### src/hdl/iphc_pkg.sv
`timescale 1ns / 1ps
// ---------------------------------------------------------------------------
// IPv4 receive header check: shared types and constants
// Verdict codes, header word positions, register decode and the header
// view that the accumulator hands to the verdict logic.
// ---------------------------------------------------------------------------
package iphc_pkg;

	localparam int POS_W = 5;

	typedef enum logic [2:0] {
		VERDICT_MORE          = 3'd0,
		VERDICT_COMPLETE      = 3'd1,
		VERDICT_NOT_ADDRESSED = 3'd2,
		VERDICT_CHECKSUM      = 3'd3,
		VERDICT_TIMEOUT       = 3'd4,
		VERDICT_LOST          = 3'd5
	} verdict_t;

	// Word positions of the captured header fields.
	localparam logic [POS_W-1:0] POS_LENGTH    = 5'd1;
	localparam logic [POS_W-1:0] POS_IDENT     = 5'd2;
	localparam logic [POS_W-1:0] POS_FLAGS     = 5'd3;
	localparam logic [POS_W-1:0] POS_PROTOCOL  = 5'd4;
	localparam logic [POS_W-1:0] POS_DEST_HIGH = 5'd8;
	localparam logic [POS_W-1:0] POS_DEST_LOW  = 5'd9;

	localparam logic [15:0] MORE_FRAGMENTS = 16'h2000;
	localparam logic [31:0] BROADCAST_ADDR = 32'hFFFF_FFFF;
	localparam logic [15:0] SUM_ZERO       = 16'h0000;
	localparam logic [15:0] SUM_ONES       = 16'hFFFF;

	// Register select is address bit 2: local address at 0, timeout at 4.
	localparam logic REG_LOCAL_ADDRESS = 1'b0;
	localparam logic REG_GAP_TIMEOUT   = 1'b1;
	localparam logic [7:0] GAP_TIMEOUT_RESET = 8'd30;

	typedef struct packed {
		logic        last;
		logic [15:0] sum;
		logic [15:0] length;
		logic [15:0] ident;
		logic [15:0] flags;
		logic [7:0]  protocol;
		logic [31:0] dest;
	} hdr_view_t;

endpackage

### src/hdl/iphc_hdr_accum.sv
`timescale 1ns / 1ps
// ---------------------------------------------------------------------------
// IPv4 header accumulator
// Counts header words, keeps the ones' complement sum and captures the
// header fields. The view it drives already includes the current word.
// ---------------------------------------------------------------------------
module iphc_hdr_accum #(
	parameter int HEADER_WORDS = 30
) (
	input  logic                clk,
	input  logic                arst_n,
	input  logic                step,
	input  logic [15:0]         word,
	output iphc_pkg::hdr_view_t view
);
	import iphc_pkg::*;

	localparam logic [POS_W-1:0] LAST_POS = POS_W'(HEADER_WORDS - 1);

	logic [POS_W-1:0] pos_q;
	logic [15:0]      sum_q;
	logic [15:0]      length_q;
	logic [15:0]      ident_q;
	logic [15:0]      flags_q;
	logic [7:0]       protocol_q;
	logic [31:0]      dest_q;
	logic [16:0]      raw_sum;

	always_comb begin
		raw_sum       = {1'b0, sum_q} + {1'b0, word};
		// End-around carry: the low half is at most 0xFFFE when a carry comes out.
		view.sum      = raw_sum[15:0] + {15'b0, raw_sum[16]};
		view.last     = (pos_q == LAST_POS);
		view.length   = (pos_q == POS_LENGTH) ? word : length_q;
		view.ident    = (pos_q == POS_IDENT) ? word : ident_q;
		view.flags    = (pos_q == POS_FLAGS) ? word : flags_q;
		view.protocol = (pos_q == POS_PROTOCOL) ? word[7:0] : protocol_q;
		view.dest     = dest_q;
		if (pos_q == POS_DEST_HIGH) begin
			view.dest[31:16] = word;
		end
		if (pos_q == POS_DEST_LOW) begin
			view.dest[15:0] = word;
		end
	end

	always_ff @(posedge clk or negedge arst_n) begin
		if (!arst_n) begin
			pos_q      <= '0;
			sum_q      <= '0;
			length_q   <= '0;
			ident_q    <= '0;
			flags_q    <= '0;
			protocol_q <= '0;
			dest_q     <= '0;
		end else if (step) begin
			if (view.last) begin
				pos_q <= '0;
				sum_q <= '0;
			end else begin
				pos_q <= pos_q + 1'b1;
				sum_q <= view.sum;
			end
			length_q   <= view.length;
			ident_q    <= view.ident;
			flags_q    <= view.flags;
			protocol_q <= view.protocol;
			dest_q     <= view.dest;
		end
	end

endmodule

### src/hdl/ipv4_receive_header_check.sv
`timescale 1ns / 1ps
// ---------------------------------------------------------------------------
// IPv4 receive header check
// Checks a fixed-length IPv4 header for address and checksum, watches the
// gap between accepted packets and tracks in-order fragments.
// ---------------------------------------------------------------------------
// One header word is taken per clock with no gaps between headers, except
// while the input stalls. Each word goes into the input register; from there
// it is added into the checksum and captured, and after the last word of a
// header the verdict is written to the result register, from which the
// verdict item is offered. The input stalls only while a verdict is waiting in
// the result register and the word in the input register is another last
// word. Configuration is written through the APB port: local address at
// byte address 0, gap timeout in seconds at byte address 4 (reset 30).
module ipv4_receive_header_check #(
	parameter int HEADER_WORDS = 30
) (
	input  logic        clk,
	input  logic        arst_n,
	input  logic        s_tvalid,
	output logic        s_tready,
	input  logic [47:0] s_tdata,   // header_word[15:0], arrival_seconds[47:16]
	output logic        m_tvalid,
	input  logic        m_tready,
	output logic [63:0] m_tdata,   // verdict[2:0], payload_length[18:3],
	                               // write_offset[34:19], datagram_length[50:35],
	                               // upper_protocol[58:51], zeros[63:59]
	input  logic        psel,
	input  logic        penable,
	input  logic        pwrite,
	input  logic [2:0]  paddr,
	input  logic [31:0] pwdata,
	output logic [31:0] prdata,
	output logic        pready
);
	import iphc_pkg::*;

	localparam logic [15:0] HDR_BYTES = 16'(2 * HEADER_WORDS);

	logic        valid_s1;
	logic [15:0] word_s1;
	logic [31:0] time_s1;

	logic        valid_s2;
	verdict_t    verdict_s2;
	logic [15:0] payload_s2;
	logic [15:0] woff_s2;
	logic [15:0] dlen_s2;
	logic [7:0]  proto_s2;

	logic [31:0] local_address_q;
	logic [7:0]  gap_timeout_q;
	logic [15:0] expected_ident_q;
	logic [15:0] fill_offset_q;
	logic [31:0] last_arrival_q;
	logic        arrival_seen_q;

	hdr_view_t   view;
	logic        step;
	logic        cfg_write;

	verdict_t    verdict_d;
	logic [15:0] payload_d;
	logic [15:0] woff_d;
	logic [15:0] dlen_d;
	logic [15:0] fill_sum;
	logic [15:0] fill_next;
	logic [15:0] ident_next;
	logic [31:0] gap;
	logic        addr_ok;
	logic        sum_ok;
	logic        timed_out;
	logic        passed;

	// A word that ends a header may move only when the result slot is free.
	assign step     = valid_s1 && (!view.last || !valid_s2 || m_tready);
	assign s_tready = !valid_s1 || step;
	assign m_tvalid = valid_s2;
	assign m_tdata  = {5'b0, proto_s2, dlen_s2, woff_s2, payload_s2, verdict_s2};

	assign pready    = 1'b1;
	assign cfg_write = psel && penable && pwrite && pready;
	assign prdata    = (paddr[2] == REG_GAP_TIMEOUT) ? {24'b0, gap_timeout_q}
	                                                : local_address_q;

	iphc_hdr_accum #(
		.HEADER_WORDS(HEADER_WORDS)
	) u_accum (
		.clk    (clk),
		.arst_n (arst_n),
		.step   (step),
		.word   (word_s1),
		.view   (view)
	);

	always_comb begin
		payload_d  = (view.length > HDR_BYTES) ? view.length - HDR_BYTES : '0;
		addr_ok    = (view.dest == local_address_q) || (view.dest == BROADCAST_ADDR);
		sum_ok     = (view.sum == SUM_ZERO) || (view.sum == SUM_ONES);
		gap        = arrival_seen_q ? time_s1 - last_arrival_q : '0;
		timed_out  = gap >= {24'b0, gap_timeout_q};
		fill_sum   = fill_offset_q + payload_d;
		passed     = 1'b0;
		verdict_d  = VERDICT_NOT_ADDRESSED;
		woff_d     = '0;
		dlen_d     = '0;
		fill_next  = fill_offset_q;
		ident_next = expected_ident_q;
		if (!addr_ok) begin
			verdict_d = VERDICT_NOT_ADDRESSED;
		end else if (!sum_ok) begin
			verdict_d = VERDICT_CHECKSUM;
		end else begin
			passed = 1'b1;
			if (timed_out) begin
				verdict_d = VERDICT_TIMEOUT;
			end else if (view.ident == expected_ident_q) begin
				woff_d = fill_offset_q;
				if ((view.flags & MORE_FRAGMENTS) != '0) begin
					verdict_d = VERDICT_MORE;
					fill_next = fill_sum;
				end else begin
					verdict_d  = VERDICT_COMPLETE;
					dlen_d     = fill_sum;
					fill_next  = '0;
					ident_next = expected_ident_q + 1'b1;
				end
			end else begin
				verdict_d  = VERDICT_LOST;
				fill_next  = '0;
				ident_next = expected_ident_q + 1'b1;
			end
		end
	end

	always_ff @(posedge clk or negedge arst_n) begin
		if (!arst_n) begin
			valid_s1         <= 1'b0;
			valid_s2         <= 1'b0;
			local_address_q  <= '0;
			gap_timeout_q    <= GAP_TIMEOUT_RESET;
			expected_ident_q <= '0;
			fill_offset_q    <= '0;
			last_arrival_q   <= '0;
			arrival_seen_q   <= 1'b0;
		end else begin
			if (s_tvalid && s_tready) begin
				valid_s1 <= 1'b1;
			end else if (step) begin
				valid_s1 <= 1'b0;
			end

			if (step && view.last) begin
				valid_s2 <= 1'b1;
			end else if (m_tready) begin
				valid_s2 <= 1'b0;
			end

			if (step && view.last) begin
				fill_offset_q    <= fill_next;
				expected_ident_q <= ident_next;
				if (passed) begin
					last_arrival_q <= time_s1;
					arrival_seen_q <= 1'b1;
				end
			end

			if (cfg_write) begin
				if (paddr[2] == REG_GAP_TIMEOUT) begin
					gap_timeout_q <= pwdata[7:0];
				end else begin
					local_address_q <= pwdata;
				end
			end
		end
	end

	always_ff @(posedge clk) begin
		if (s_tvalid && s_tready) begin
			word_s1 <= s_tdata[15:0];
			time_s1 <= s_tdata[47:16];
		end
		if (step && view.last) begin
			verdict_s2 <= verdict_d;
			payload_s2 <= payload_d;
			woff_s2    <= woff_d;
			dlen_s2    <= dlen_d;
			proto_s2   <= view.protocol;
		end
	end

	a_result_from_last_word: assert property (@(posedge clk) disable iff (!arst_n)
		$rose(valid_s2) |-> $past(valid_s1 && view.last))
		else $error("result appeared without a last header word");

	a_reject_clears_offsets: assert property (@(posedge clk) disable iff (!arst_n)
		(valid_s2 && verdict_s2 != VERDICT_MORE && verdict_s2 != VERDICT_COMPLETE)
		|-> (woff_s2 == '0 && dlen_s2 == '0))
		else $error("rejected item carries an offset or length");

	a_more_has_no_length: assert property (@(posedge clk) disable iff (!arst_n)
		(valid_s2 && verdict_s2 == VERDICT_MORE) |-> dlen_s2 == '0)
		else $error("fragment item carries a datagram length");

	a_complete_resets_fill: assert property (@(posedge clk) disable iff (!arst_n)
		(step && view.last && verdict_d == VERDICT_COMPLETE)
		|=> (fill_offset_q == '0 && expected_ident_q == $past(expected_ident_q) + 1'b1))
		else $error("completion did not restart the fill offset");

	a_verdict_range: assert property (@(posedge clk) disable iff (!arst_n)
		valid_s2 |-> verdict_s2 <= VERDICT_LOST)
		else $error("verdict code out of range");

endmodule

### config.mk
export PLATFORM = sky130hd
export DESIGN_NAME = ipv4_receive_header_check
export DESIGN_NICKNAME = d
export VERILOG_FILES = /design/src/hdl/iphc_pkg.sv /design/src/hdl/iphc_hdr_accum.sv /design/src/hdl/ipv4_receive_header_check.sv
export SDC_FILE = /design/constraint.sdc
export NUM_CORES = 1
export LEC_CHECK = 0
export BUFFER_PORTS_ARGS = -buffer_cell sky130_fd_sc_hd__clkbuf_2
export CAP_MARGIN = 25
export CORE_AREA = 2 2 206 208
export CTS_BUF_LIST = sky130_fd_sc_hd__clkbuf_2 sky130_fd_sc_hd__clkbuf_4 sky130_fd_sc_hd__clkbuf_8
export DETAILED_ROUTE_END_ITERATION = 7
export DIE_AREA = 0 0 208 210
export GPL_TIMING_DRIVEN = 0
export HOLD_SLACK_MARGIN = 0.03
export SETUP_SLACK_MARGIN = 0.15
export SYNTH_ARGS = -nofsm -noshare
export SYNTH_HDL_FRONTEND = slang
export SYNTH_SLANG_ARGS = --single-unit
### constraint.sdc
create_clock -name clk -period 6.3 [get_ports clk]
set_input_delay 0.945 -clock clk [delete_from_list [all_inputs] [get_ports clk]]
set_output_delay 0.945 -clock clk [all_outputs]
set_load 0.01 [all_outputs]
==> results of run 1 <==
==> sequential cells by signal (all words and copies together), names as in the netlist, 3 cells and up <==
signal	cells
dlen_s2	16
expected_ident_q	16
fill_offset_q	16
gap_timeout_q	8
last_arrival_q	32
local_address_q	32
payload_s2	16
proto_s2	8
time_s1	32
u_accum.dest_q	32
u_accum.ident_q	16
u_accum.length_q	16
u_accum.pos_q	5
u_accum.protocol_q	8
u_accum.sum_q	16
verdict_s2	3
woff_s2	16
word_s1	16
==> timing repair <==
action | 4_1_cts | 5_1_grt
endpoints found under the hold margin | 0 | 0
pin swaps | 5 | 11
setup endpoints to repair | 100 | 91
resized for setup | 31 | 39
buffers inserted | 6 | 14
==> worst reg2reg max path, cell delays in order (launching register included) <==
cell	delay [ns]
edfxtp_1	0.39
clkbuf_16	0.18
clkinvlp_4	0.15
fa_2	0.40
and2b_2	0.28
o221ai_4	0.17
a211oi_2	0.28
o21a_1	0.19
o21ai_0	0.09
a21oi_1	0.19
o21ai_1	0.11
nand2b_1	0.10
ha_2	0.21
ha_4	0.15
and2_1	0.15
nand4_2	0.17
or3_1	0.35
clkbuf_2	0.17
or4_1	0.41
a21o_1	0.24
a21oi_2	0.15
a31oi_1	0.10
or4_1	0.54
buf_2	0.18
buf_6	0.17
nor3_2	0.20
==> worst max-delay path by stage <==
stage                           startpoint                 end  depth (start not counted)
after detailed placement        word_s1[1]         woff_s2[14]                         24
after global placement          word_s1[1]  last_arrival_q[17]                         23
after CTS                       word_s1[1]         dlen_s2[11]                         25
final                           word_s1[1]         dlen_s2[14]                         25
after floorplan                 word_s1[1]   fill_offset_q[10]                         24
after global routing      u_accum.pos_q[3]         dlen_s2[14]                         27
==> per-stage QoR <==
stage / std cells / total power [mW] / hold WS, ns / utilization, % / setup slack (ns)
6_report: 2638 / 8.140 / 0.3670 / 52.13 / 0.4090
5_1_grt: 2638 / 8.669 / 0.4272 / 52.13 / 0.1333
4_1_cts: 2624 / 8.087 / 0.4088 / 51.57 / 0.1556
3_5_place_dp: 2520 / 5.960 / 0.4631 / 48.33 / -1.256
3_3_place_gp: 2516 / 5.883 / 0.4530 / 48.13 / -1.379
2_1_floorplan: 1798 / 5.097 / 0.4418 / - / 0.7172
==> logic make-up after synthesis <==
group | Yosys count | share of synthesized area (%)
simple gates | 573 | 16.32
compound gates | 343 | 12.34
flops | 308 | 44.88
mux | 187 | 11.15
buf+inv | 184 | 4.024
xor+xnor | 116 | 5.610
fa+ha+maj | 81 | 5.637
other cells | 2 | 0.04086
==> power breakdown <==
group          total [mW]  switching [mW]  internal (mW)
combinational        3.27            1.92           1.36
sequential           2.83           0.339           2.49
clock                2.03           0.865           1.17
total                8.14            3.12           5.02
==> cell type report <==
type	count	area [um2]
Clock buffer	76	939.7
Tap cell	539	674.4
Inverter	94	356.6
Clock inverter	22	242.7
Sequential cell	308	8248
Buffer	89	434.2
Timing Repair Buffer	204	1135
Fill cell	3887	19860
Multi-Input combinational cell	1306	9592
==> Yosys cell counts (17+ instances only) <==
master | count | area, um2
nor2b_1 | 24 | 150.1
nor2_1 | 110 | 412.9
and3_1 | 17 | 106.4
and2_1 | 33 | 206.5
a21oi_1 | 68 | 340.3
o21ai_0 | 91 | 455.4
inv_1 | 93 | 349.1
clkbuf_1 | 67 | 251.5
nand3_1 | 26 | 130.1
nand2_1 | 149 | 559.3
dfrtp_1 | 197 | 4930
xnor2_1 | 66 | 578.1
xor2_1 | 49 | 429.2
mux2i_1 | 45 | 450.4
nand4_1 | 32 | 200.2
mux2_2 | 142 | 1599
a21o_1 | 27 | 202.7
nand2b_1 | 23 | 143.9
ha_1 | 78 | 975.9
nor4_1 | 24 | 150.1
nor3_1 | 57 | 285.3
edfxtp_1 | 107 | 3213
==> routing by layer <==
layer  wire [um]  vias up
li1            -     7056
met1       22640     7133
met2       23210      414
met3        2838       93
met4        1297        0
met5           0        -
==> results.ini, run 1 <==
[die]
num_io_pins = 189
floorplan.die.height_um = 210
die_width_um = 208
number_of_rows_created_at_floorplan = 75
die_area_um2 = 43680
start_util_pct = 44.31
fp.coreArea_um2 = 41480

[clocking]
clk_root_buffer_cell = clkbuf_8
postCtsHoldBufs = 0
worst_skew_pair.late_latency_ns = 0.66
clk_transition_reported_paths_ns = 0.06
cts_buffer_depth = 3
cts_made_buffers = 52
numClockSinks = 308
htreeDepth = 2
tritoncts = yes

[timing]
post-route-period-util_pct = 93.51
rsz0062_at_grt = false
tightest_pin_transition_ns = 0.8820
fin_tns_setup_ns = 0
final-max-slew-violation-count = 0
report.final.hold_viol_count = 0
max_freq_mhz = 169.8
period_minus_slack_ns = 5.891
slew_headroom_pct = 41.20
finalSetupViolCount = 0
final.setup_skew_ns = 0.02172

[setup_path]
path_max_fanout = 10
endpoint_kind = register
critPathTopFamily = simple AND/OR/NAND/NOR gates
reg2reg_slack_ns = 0.41
worstSetupStartpointType = register
critical_path.reg2reg.startpoint = word_s1[1]
critical-path-slowest-cell = or4_1
crit_path_most_repeated_cell = or4_1
timing.rr.end = dlen_s2[14]
critPathRequiredTime_ns = 6.79
critical_path.n_buffers_inverters = 5
crit_arrival_ns = 6.38
ff2ff_path_depth = 25
path_class = register to register
max_stage_delay_ns = 0.54

[global_route]
global_route.usage.total_pct = 22.55
grt_remaining_overflow = 0
grt_util_met1_pct = 31.11
grt-busiest-layer = met2
global_route_wire_length_before_repair_mm = 78.39
first_global_vias = 14420
grt_antenna_before_repair = 0
met2_track_utilization_from_global_routing_pct = 36.42
globalRouteMet3Util_pct = 4.052
grt_max_degree = 102

[logic_synthesis]
synthesis.instances = 1794
postSynthRegisterBits = 308
ys_seq_area_share_pct = 44.88
synth-edff-count = 107
synth_top_flop_cell = dfrtp_1
post_synth.cell_area_avg_um2 = 10.24
synth_cell_type_count = 91
ys_async_sr_fraction_pct = 65.26
synthesis.area_um2 = 18380
synth-warning-count = 0

[placement]
routabilityCongestion = 0.9124
place.port_buffers = 179
placed_cell_area_um2 = 20050
post-dp-hpwl_mm = 36.93

[detailed_routing]
drtPass1Iterations = 6
wire_per_inst_um = 18.95
via_per_inst = 5.571
dr_total_vias = 14700
wl_mm = 49.99
drt_drc_violations_left = 0
drt-initial-drc-count = 901
route.antenna.remaining_nets = 0

[finish]
share_of_post_route_cells_with_drive_strength_above_1_pct = 25.30
flow.area_growth_from_synthesis_pct = 17.65
nets = 2226
layout.cells.most_common = dfrtp_1
antenna-diode-count = 0
design_area_um2 = 21620
layout.cells.most_common_list = dfrtp_1, clkbuf_2, nand2_1, mux2_2, edfxtp_1

[pwr]
power_density_nw_per_um2 = 376.5
static-leakage-power_nw = 9.384
ir_worst_vdd_mv = 0.1747

[hold_path]
min_delay_worst_type = primary input to asynchronous set/reset pin

[run]
max-cap-violations = 0

[run_status]
run_status = finished, final reports clean

Power figures use the tool's default switching activity.
==> run 2, diff against run 1 <==
BUFFER_PORTS_ARGS = -buffer_cell sky130_fd_sc_hd__buf_2   (was -buffer_cell sky130_fd_sc_hd__clkbuf_2)
==> results.ini, run 2 (synthesized netlist as in run 1, its figures left out) <==
[run_status]
run_status = finished, final reports clean

[timing]
period_minus_slack_ns = 5.893  ; +0.002261 ns
max_freq_mhz = 169.7  ; about the same
final-max-slew-violation-count = 0  ; unchanged
report.final.hold_viol_count = 0  ; unchanged
finalSetupViolCount = 0  ; unchanged
slew_headroom_pct = 25.97  ; -15 points
tightest_pin_transition_ns = 1.104  ; +0.2218 ns
post-route-period-util_pct = 93.54  ; about the same
rsz0062_at_grt = false
final.setup_skew_ns = 0.02375  ; +0.002029 ns

[die]
die_area_um2 = 43680  ; unchanged
num_io_pins = 189  ; unchanged
start_util_pct = 44.31  ; unchanged
floorplan.die.height_um = 210  ; unchanged
number_of_rows_created_at_floorplan = 75  ; unchanged
fp.coreArea_um2 = 41480  ; unchanged
die_width_um = 208  ; unchanged

[setup_path]
max_stage_delay_ns = 0.40  ; -0.14 ns
critPathRequiredTime_ns = 6.83  ; +0.04 ns
critical_path.reg2reg.startpoint = word_s1[1]
path_class = register to register
crit_path_start = word_s1[1]
crit_arrival_ns = 6.42  ; +0.04 ns
critPathTopFamily = compound AO/OA/AOI/OAI gates
worstSetupStartpointType = register
path_max_fanout = 10  ; unchanged
critical-path-slowest-cell = or4_1
critical_path.n_buffers_inverters = 5  ; unchanged
endpoint_kind = register

[detailed_routing]
drt-initial-drc-count = 892  ; -1.0%
wire_per_inst_um = 18.87  ; -0.44%
drtPass1Iterations = 5  ; -1
route.antenna.remaining_nets = 0  ; unchanged
wl_mm = 49.71  ; -0.55%
dr_total_vias = 14570  ; -0.88%
via_per_inst = 5.528  ; -0.77%
drt_drc_violations_left = 0  ; unchanged

[finish]
n_fill_cell = 3825  ; -1.6%
layout.cells.most_common_list = dfrtp_1, buf_2, nand2_1, mux2_2
antenna-diode-count = 0  ; unchanged
layout.cells.most_common = dfrtp_1
share_of_post_route_cells_with_drive_strength_above_1_pct = 25.38  ; +0.084 points
design_area_um2 = 21540  ; -0.36%
nets = 2222  ; -0.18%
flow.area_growth_from_synthesis_pct = 17.23

[clocking]
worst_skew_pair.late_latency_ns = 0.65  ; about the same
tritoncts = yes
clk_transition_reported_paths_ns = 0.06  ; about the same
cts_made_buffers = 53  ; +1.9%
cts_buffer_depth = 3  ; unchanged
postCtsHoldBufs = 0  ; unchanged
numClockSinks = 308  ; unchanged
htreeDepth = 2  ; unchanged
clk_root_buffer_cell = clkbuf_8

[global_route]
grt_remaining_overflow = 0  ; unchanged
first_global_vias = 14220  ; -1.4%
grt_antenna_before_repair = 0  ; unchanged
global_route_wire_length_before_repair_mm = 78.32  ; about the same
grt_max_degree = 103  ; +0.98%
global_route.usage.total_pct = 22.48  ; -0.072 points

[pwr]
ir_worst_vdd_mv = 0.1478  ; -15%
design_power_total_mw = 8.039  ; -1.2%
static-leakage-power_nw = 9.341  ; -0.46%
power_density_nw_per_um2 = 373.1  ; -0.88%

[placement]
placed_cell_area_um2 = 20050  ; about the same
routabilityCongestion = 0.8974  ; -1.6%
place.port_buffers = 179  ; unchanged
post-dp-hpwl_mm = 36.59  ; -0.94%

[run]
max-cap-violations = 0  ; unchanged

[hold_path]
min_delay_worst_type = primary input to asynchronous set/reset pin

[run 2: cell count changes in the layout (fill, tap and decap cells not counted), sizes merged]
cell / change
bufinv: -4
clkbuf: -171
buf: +175
clkinvlp: -1
inv: -2
[run 2: where the power goes]
| group | total (mW) | switching, mW | internal, mW |
|---|---|---|---|
| sequential | 2.83 | 0.336 | 2.49 |
| clock | 1.94 | 0.852 | 1.08 |
| combinational | 3.27 | 1.92 | 1.35 |
| total | 8.04 | 3.11 | 4.93 |
[run 2: metal layers]
metal / wire, um / share of wire [%] / vias to the layer above / GRT usage, %
met2: 22920 / 46 / 391 / 36.17
met4: 1217 / 2.4 / 0 / 6.799
li1: - / - / 7025 / -
met3: 2982 / 6.0 / 100 / 4.917
met5: 0 / 0 / - / 0
met1: 22590 / 45 / 7050 / 30.52
[run 2: through the flow]
stage / instances / utilization, % / setup WS (ns) / TNS, ns / hold slack (ns)
finish: 2635 / 51.94 / 0.4068 / 0 / 0.3393
global route: 2635 / 51.94 / 0.1460 / 0 / 0.4058
CTS: 2628 / 51.48 / 0.1600 / 0 / 0.3534
detailed placement: 2520 / 48.34 / -1.156 / -95.78 / 0.4585
global placement: 2516 / 48.13 / -1.423 / -115.13 / 0.4531
floorplan: 1798 / - / 0.7172 / 0 / 0.4418
[run 2: cell type report]
class | instances | area, um2 | area share, %
Buffer | 89 | 422.9 | 1.963
Clock buffer | 85 | 1039 | 4.820
Tap cell | 539 | 674.4 | 3.130
Inverter | 94 | 356.6 | 1.655
Multi-Input combinational cell | 1306 | 9600 | 44.56
Clock inverter | 15 | 98.84 | 0.4588
Timing Repair Buffer | 199 | 1105 | 5.128
Sequential cell | 308 | 8248 | 38.28
[run 2: final timing paths]
kind | end | slack, ns | depth (start not counted)
max | expected_ident_q[1] | 0.41 | 25
min | local_address_q[9] | 0.34 | 1
max reg2reg | expected_ident_q[1] | 0.41 | 25
min reg2reg | u_accum.protocol_q[4] | 0.47 | 2
max in group asynchronous | fill_offset_q[0] | 4.94 | 2
min in group clk | u_accum.protocol_q[4] | 0.47 | 2
[run 2: repair_timing]
item / CTS / global route
buffers inserted: 8 / 8
endpoints found under the setup margin: 100 / 90
pin swaps: 4 / 10
gates resized for setup: 30 / 34
==> run 3, diff against run 2 <==
REMOVE_ABC_BUFFERS = 1   (was unset)
SLEW_MARGIN = 25   (was unset)
==> results.ini, run 3 (synthesized netlist as in run 1, its figures left out) <==
[die]
die_area_um2 = 43680  ; unchanged
floorplan.die.height_um = 210  ; unchanged
fp.coreArea_um2 = 41480  ; unchanged
number_of_rows_created_at_floorplan = 75  ; unchanged
num_io_pins = 189  ; unchanged
die_width_um = 208  ; unchanged
start_util_pct = 44.31  ; unchanged

[placement]
post-dp-hpwl_mm = 35.92  ; -1.8%
post-place-ws_ns = -1.225  ; -0.06862 ns
dp.cells = 2441  ; -3.1%
routabilityCongestion = 0.8842  ; -1.5%
place.port_buffers = 180  ; +0.56%

[finish]
stdcell_count = 2569  ; -2.5%
flow.area_growth_from_synthesis_pct = 17.46
nets = 2154  ; -3.1%
share_of_post_route_cells_with_drive_strength_above_1_pct = 26.12  ; +0.74 points
layout.cells.most_common = dfrtp_1
fin_util_pct = 52.05  ; +0.10 points
n_fill_cell = 3761  ; -1.7%
layout.cells.most_common_list = dfrtp_1, buf_2, nand2_1, mux2_2, nor2_1

[setup_path]
critPathRequiredTime_ns = 6.83  ; about the same
worstSetupStartpointType = register
path_class = register to register
endpoint_kind = register
ff2ff_path_depth = 22  ; -12%
crit_arrival_ns = 6.40  ; -0.02 ns
critical_path.reg2reg.startpoint = word_s1[1]
reg2reg_slack_ns = 0.43  ; +0.03 ns
path_max_fanout = 11  ; +1
timing.rr.end = expected_ident_q[1]
crit_path_start = word_s1[1]

[run]
max-cap-violations = 0  ; unchanged

[global_route]
global_route.usage.total_pct = 22.76  ; +0.28 points
grt_max_degree = 79  ; -23%
grt_remaining_overflow = 0  ; unchanged
global_route_wire_length_before_repair_mm = 78.83  ; +0.65%
grt_antenna_before_repair = 1  ; +1
first_global_vias = 14370  ; +1.1%

[timing]
report.final.hold_viol_count = 0  ; unchanged
max_freq_mhz = 170.4  ; +0.43%
tightest_pin_transition_ns = 1.190  ; +0.08625 ns
period_minus_slack_ns = 5.868  ; -0.02539 ns
final.setup_skew_ns = 0.03729  ; +0.01354 ns
slew_headroom_pct = 20.19  ; -5.8 points
post-route-period-util_pct = 93.14  ; -0.40 points
worst_slack_ns = 0.4321  ; +0.02539 ns
rsz0062_at_grt = true
hold_slack_final_ns = 0.2473  ; -0.09199 ns
finalSetupViolCount = 0  ; unchanged
final-max-slew-violation-count = 0  ; unchanged

[run_status]
run_status = finished, final reports clean

[pwr]
static-leakage-power_nw = 9.367  ; +0.27%
power_density_nw_per_um2 = 379.4  ; +1.7%
ir_worst_vdd_mv = 0.1832  ; +24%
design_power_total_mw = 8.189  ; +1.9%

[detailed_routing]
drt_drc_violations_left = 0  ; unchanged
wire_per_inst_um = 19.64  ; +4.1%
via_per_inst = 5.602  ; +1.3%
wl_mm = 50.46  ; +1.5%
route.antenna.remaining_nets = 0  ; unchanged
drt-initial-drc-count = 1023  ; +15%
drtPass1Iterations = 7  ; +2
dr_total_vias = 14390  ; -1.2%

[clocking]
worst_skew_pair.late_latency_ns = 0.65  ; about the same
tritoncts = yes
cts_buffer_depth = 3  ; unchanged
htreeDepth = 2  ; unchanged
clk_transition_reported_paths_ns = 0.07  ; about the same
cts_made_buffers = 54  ; +1.9%
clk_root_buffer_cell = clkbuf_8
numClockSinks = 308  ; unchanged

[hold_path]
min_delay_worst_type = primary input to asynchronous set/reset pin

-- run 3: cell count changes in the layout (fill, tap and decap cells not counted), moves of 4 or more --
| cell | delta |
|---|---|
| o21ai_1 | -4 |
| buf_1 | -5 |
| clkinv_1 | +4 |
| clkbuf_1 | -55 |
| buf_2 | -10 |
| bufinv_16 | +5 |
| clkbuf_2 | -6 |
| clkbuf_4 | -13 |
-- run 3: cell type report --
class / count / area, um2 / area share [%]
Multi-Input combinational cell: 1307 / 9684 / 44.86
Sequential cell: 308 / 8248 / 38.21
Timing Repair Buffer: 218 / 1375 / 6.370
Clock buffer: 72 / 928.4 / 4.301
Tap cell: 539 / 674.4 / 3.124
Inverter: 94 / 359.1 / 1.663
Clock inverter: 30 / 315.3 / 1.461
Antenna cell: 1 / 2.502 / 0.01159
-- run 3: how the worst max path moves through the flow --
| stage | to | slack [ns] | cells after the start |
|---|---|---|---|
| after CTS | dlen_s2[2] | 0.11 | 22 |
| after floorplan | fill_offset_q[0] | -1.63 | 13 |
| after detailed placement | fill_offset_q[2] | -1.23 | 21 |
| after global placement | fill_offset_q[8] | -5.94 | 13 |
| after global routing | expected_ident_q[14] | 0.12 | 22 |
| final | expected_ident_q[1] | 0.43 | 22 |
-- run 3: routing by layer --
metal  up-vias  GRT usage, %  part of all wire [%]
met4         0         8.804                   3.3
met5         -             0                     0
met1      7022         29.16                    42
met2       384         39.07                    49
li1       6890             -                     -
met3        96         3.308                   4.9
-- run 3: metrics by stage --
step,setup TNS (ns),instance area (um2)
2_1_floorplan,-79.46,18010
3_3_place_gp,-417.13,19580
3_5_place_dp,-62.38,19900
4_1_cts,0,21330
5_1_grt,0,21580
6_report,0,21590
-- run 3: timing repair --
item,CTS,global route
gates resized for setup,15,25
setup buffers,8,15
pin swaps,4,9
endpoints found under the setup margin,99,96
endpoints found under the hold margin,0,0
gates cloned,2,0
hold buffers,0,0
-- run 3: worst max-delay path, cell delays in order, from the launching register on --
cell and delay [ns]:
edfxtp_1 0.59, clkinvlp_4 0.23, fa_2 0.39, and2b_2 0.25
o221ai_2 0.17, a211oi_2 0.31, o21a_1 0.20, o21ai_0 0.09
a21oi_1 0.16, o21ai_0 0.09, nand2b_1 0.12, ha_1 0.21
ha_2 0.22, and2_1 0.17, nand4_2 0.16, or3_4 0.43
or4_1 0.41, a21o_1 0.27, a2111oi_4 0.39, a41oi_4 0.14
buf_12 0.23, nor2_1 0.17, mux2_2 0.36
-- run 3: power by group --
part | total [mW] | switching (mW) | leakage (nW) | internal [mW]
Clock | 2.11 | 0.896 | 0.659 | 1.22
Combinational | 3.21 | 1.87 | 5.10 | 1.34
Sequential | 2.86 | 0.369 | 3.60 | 2.49
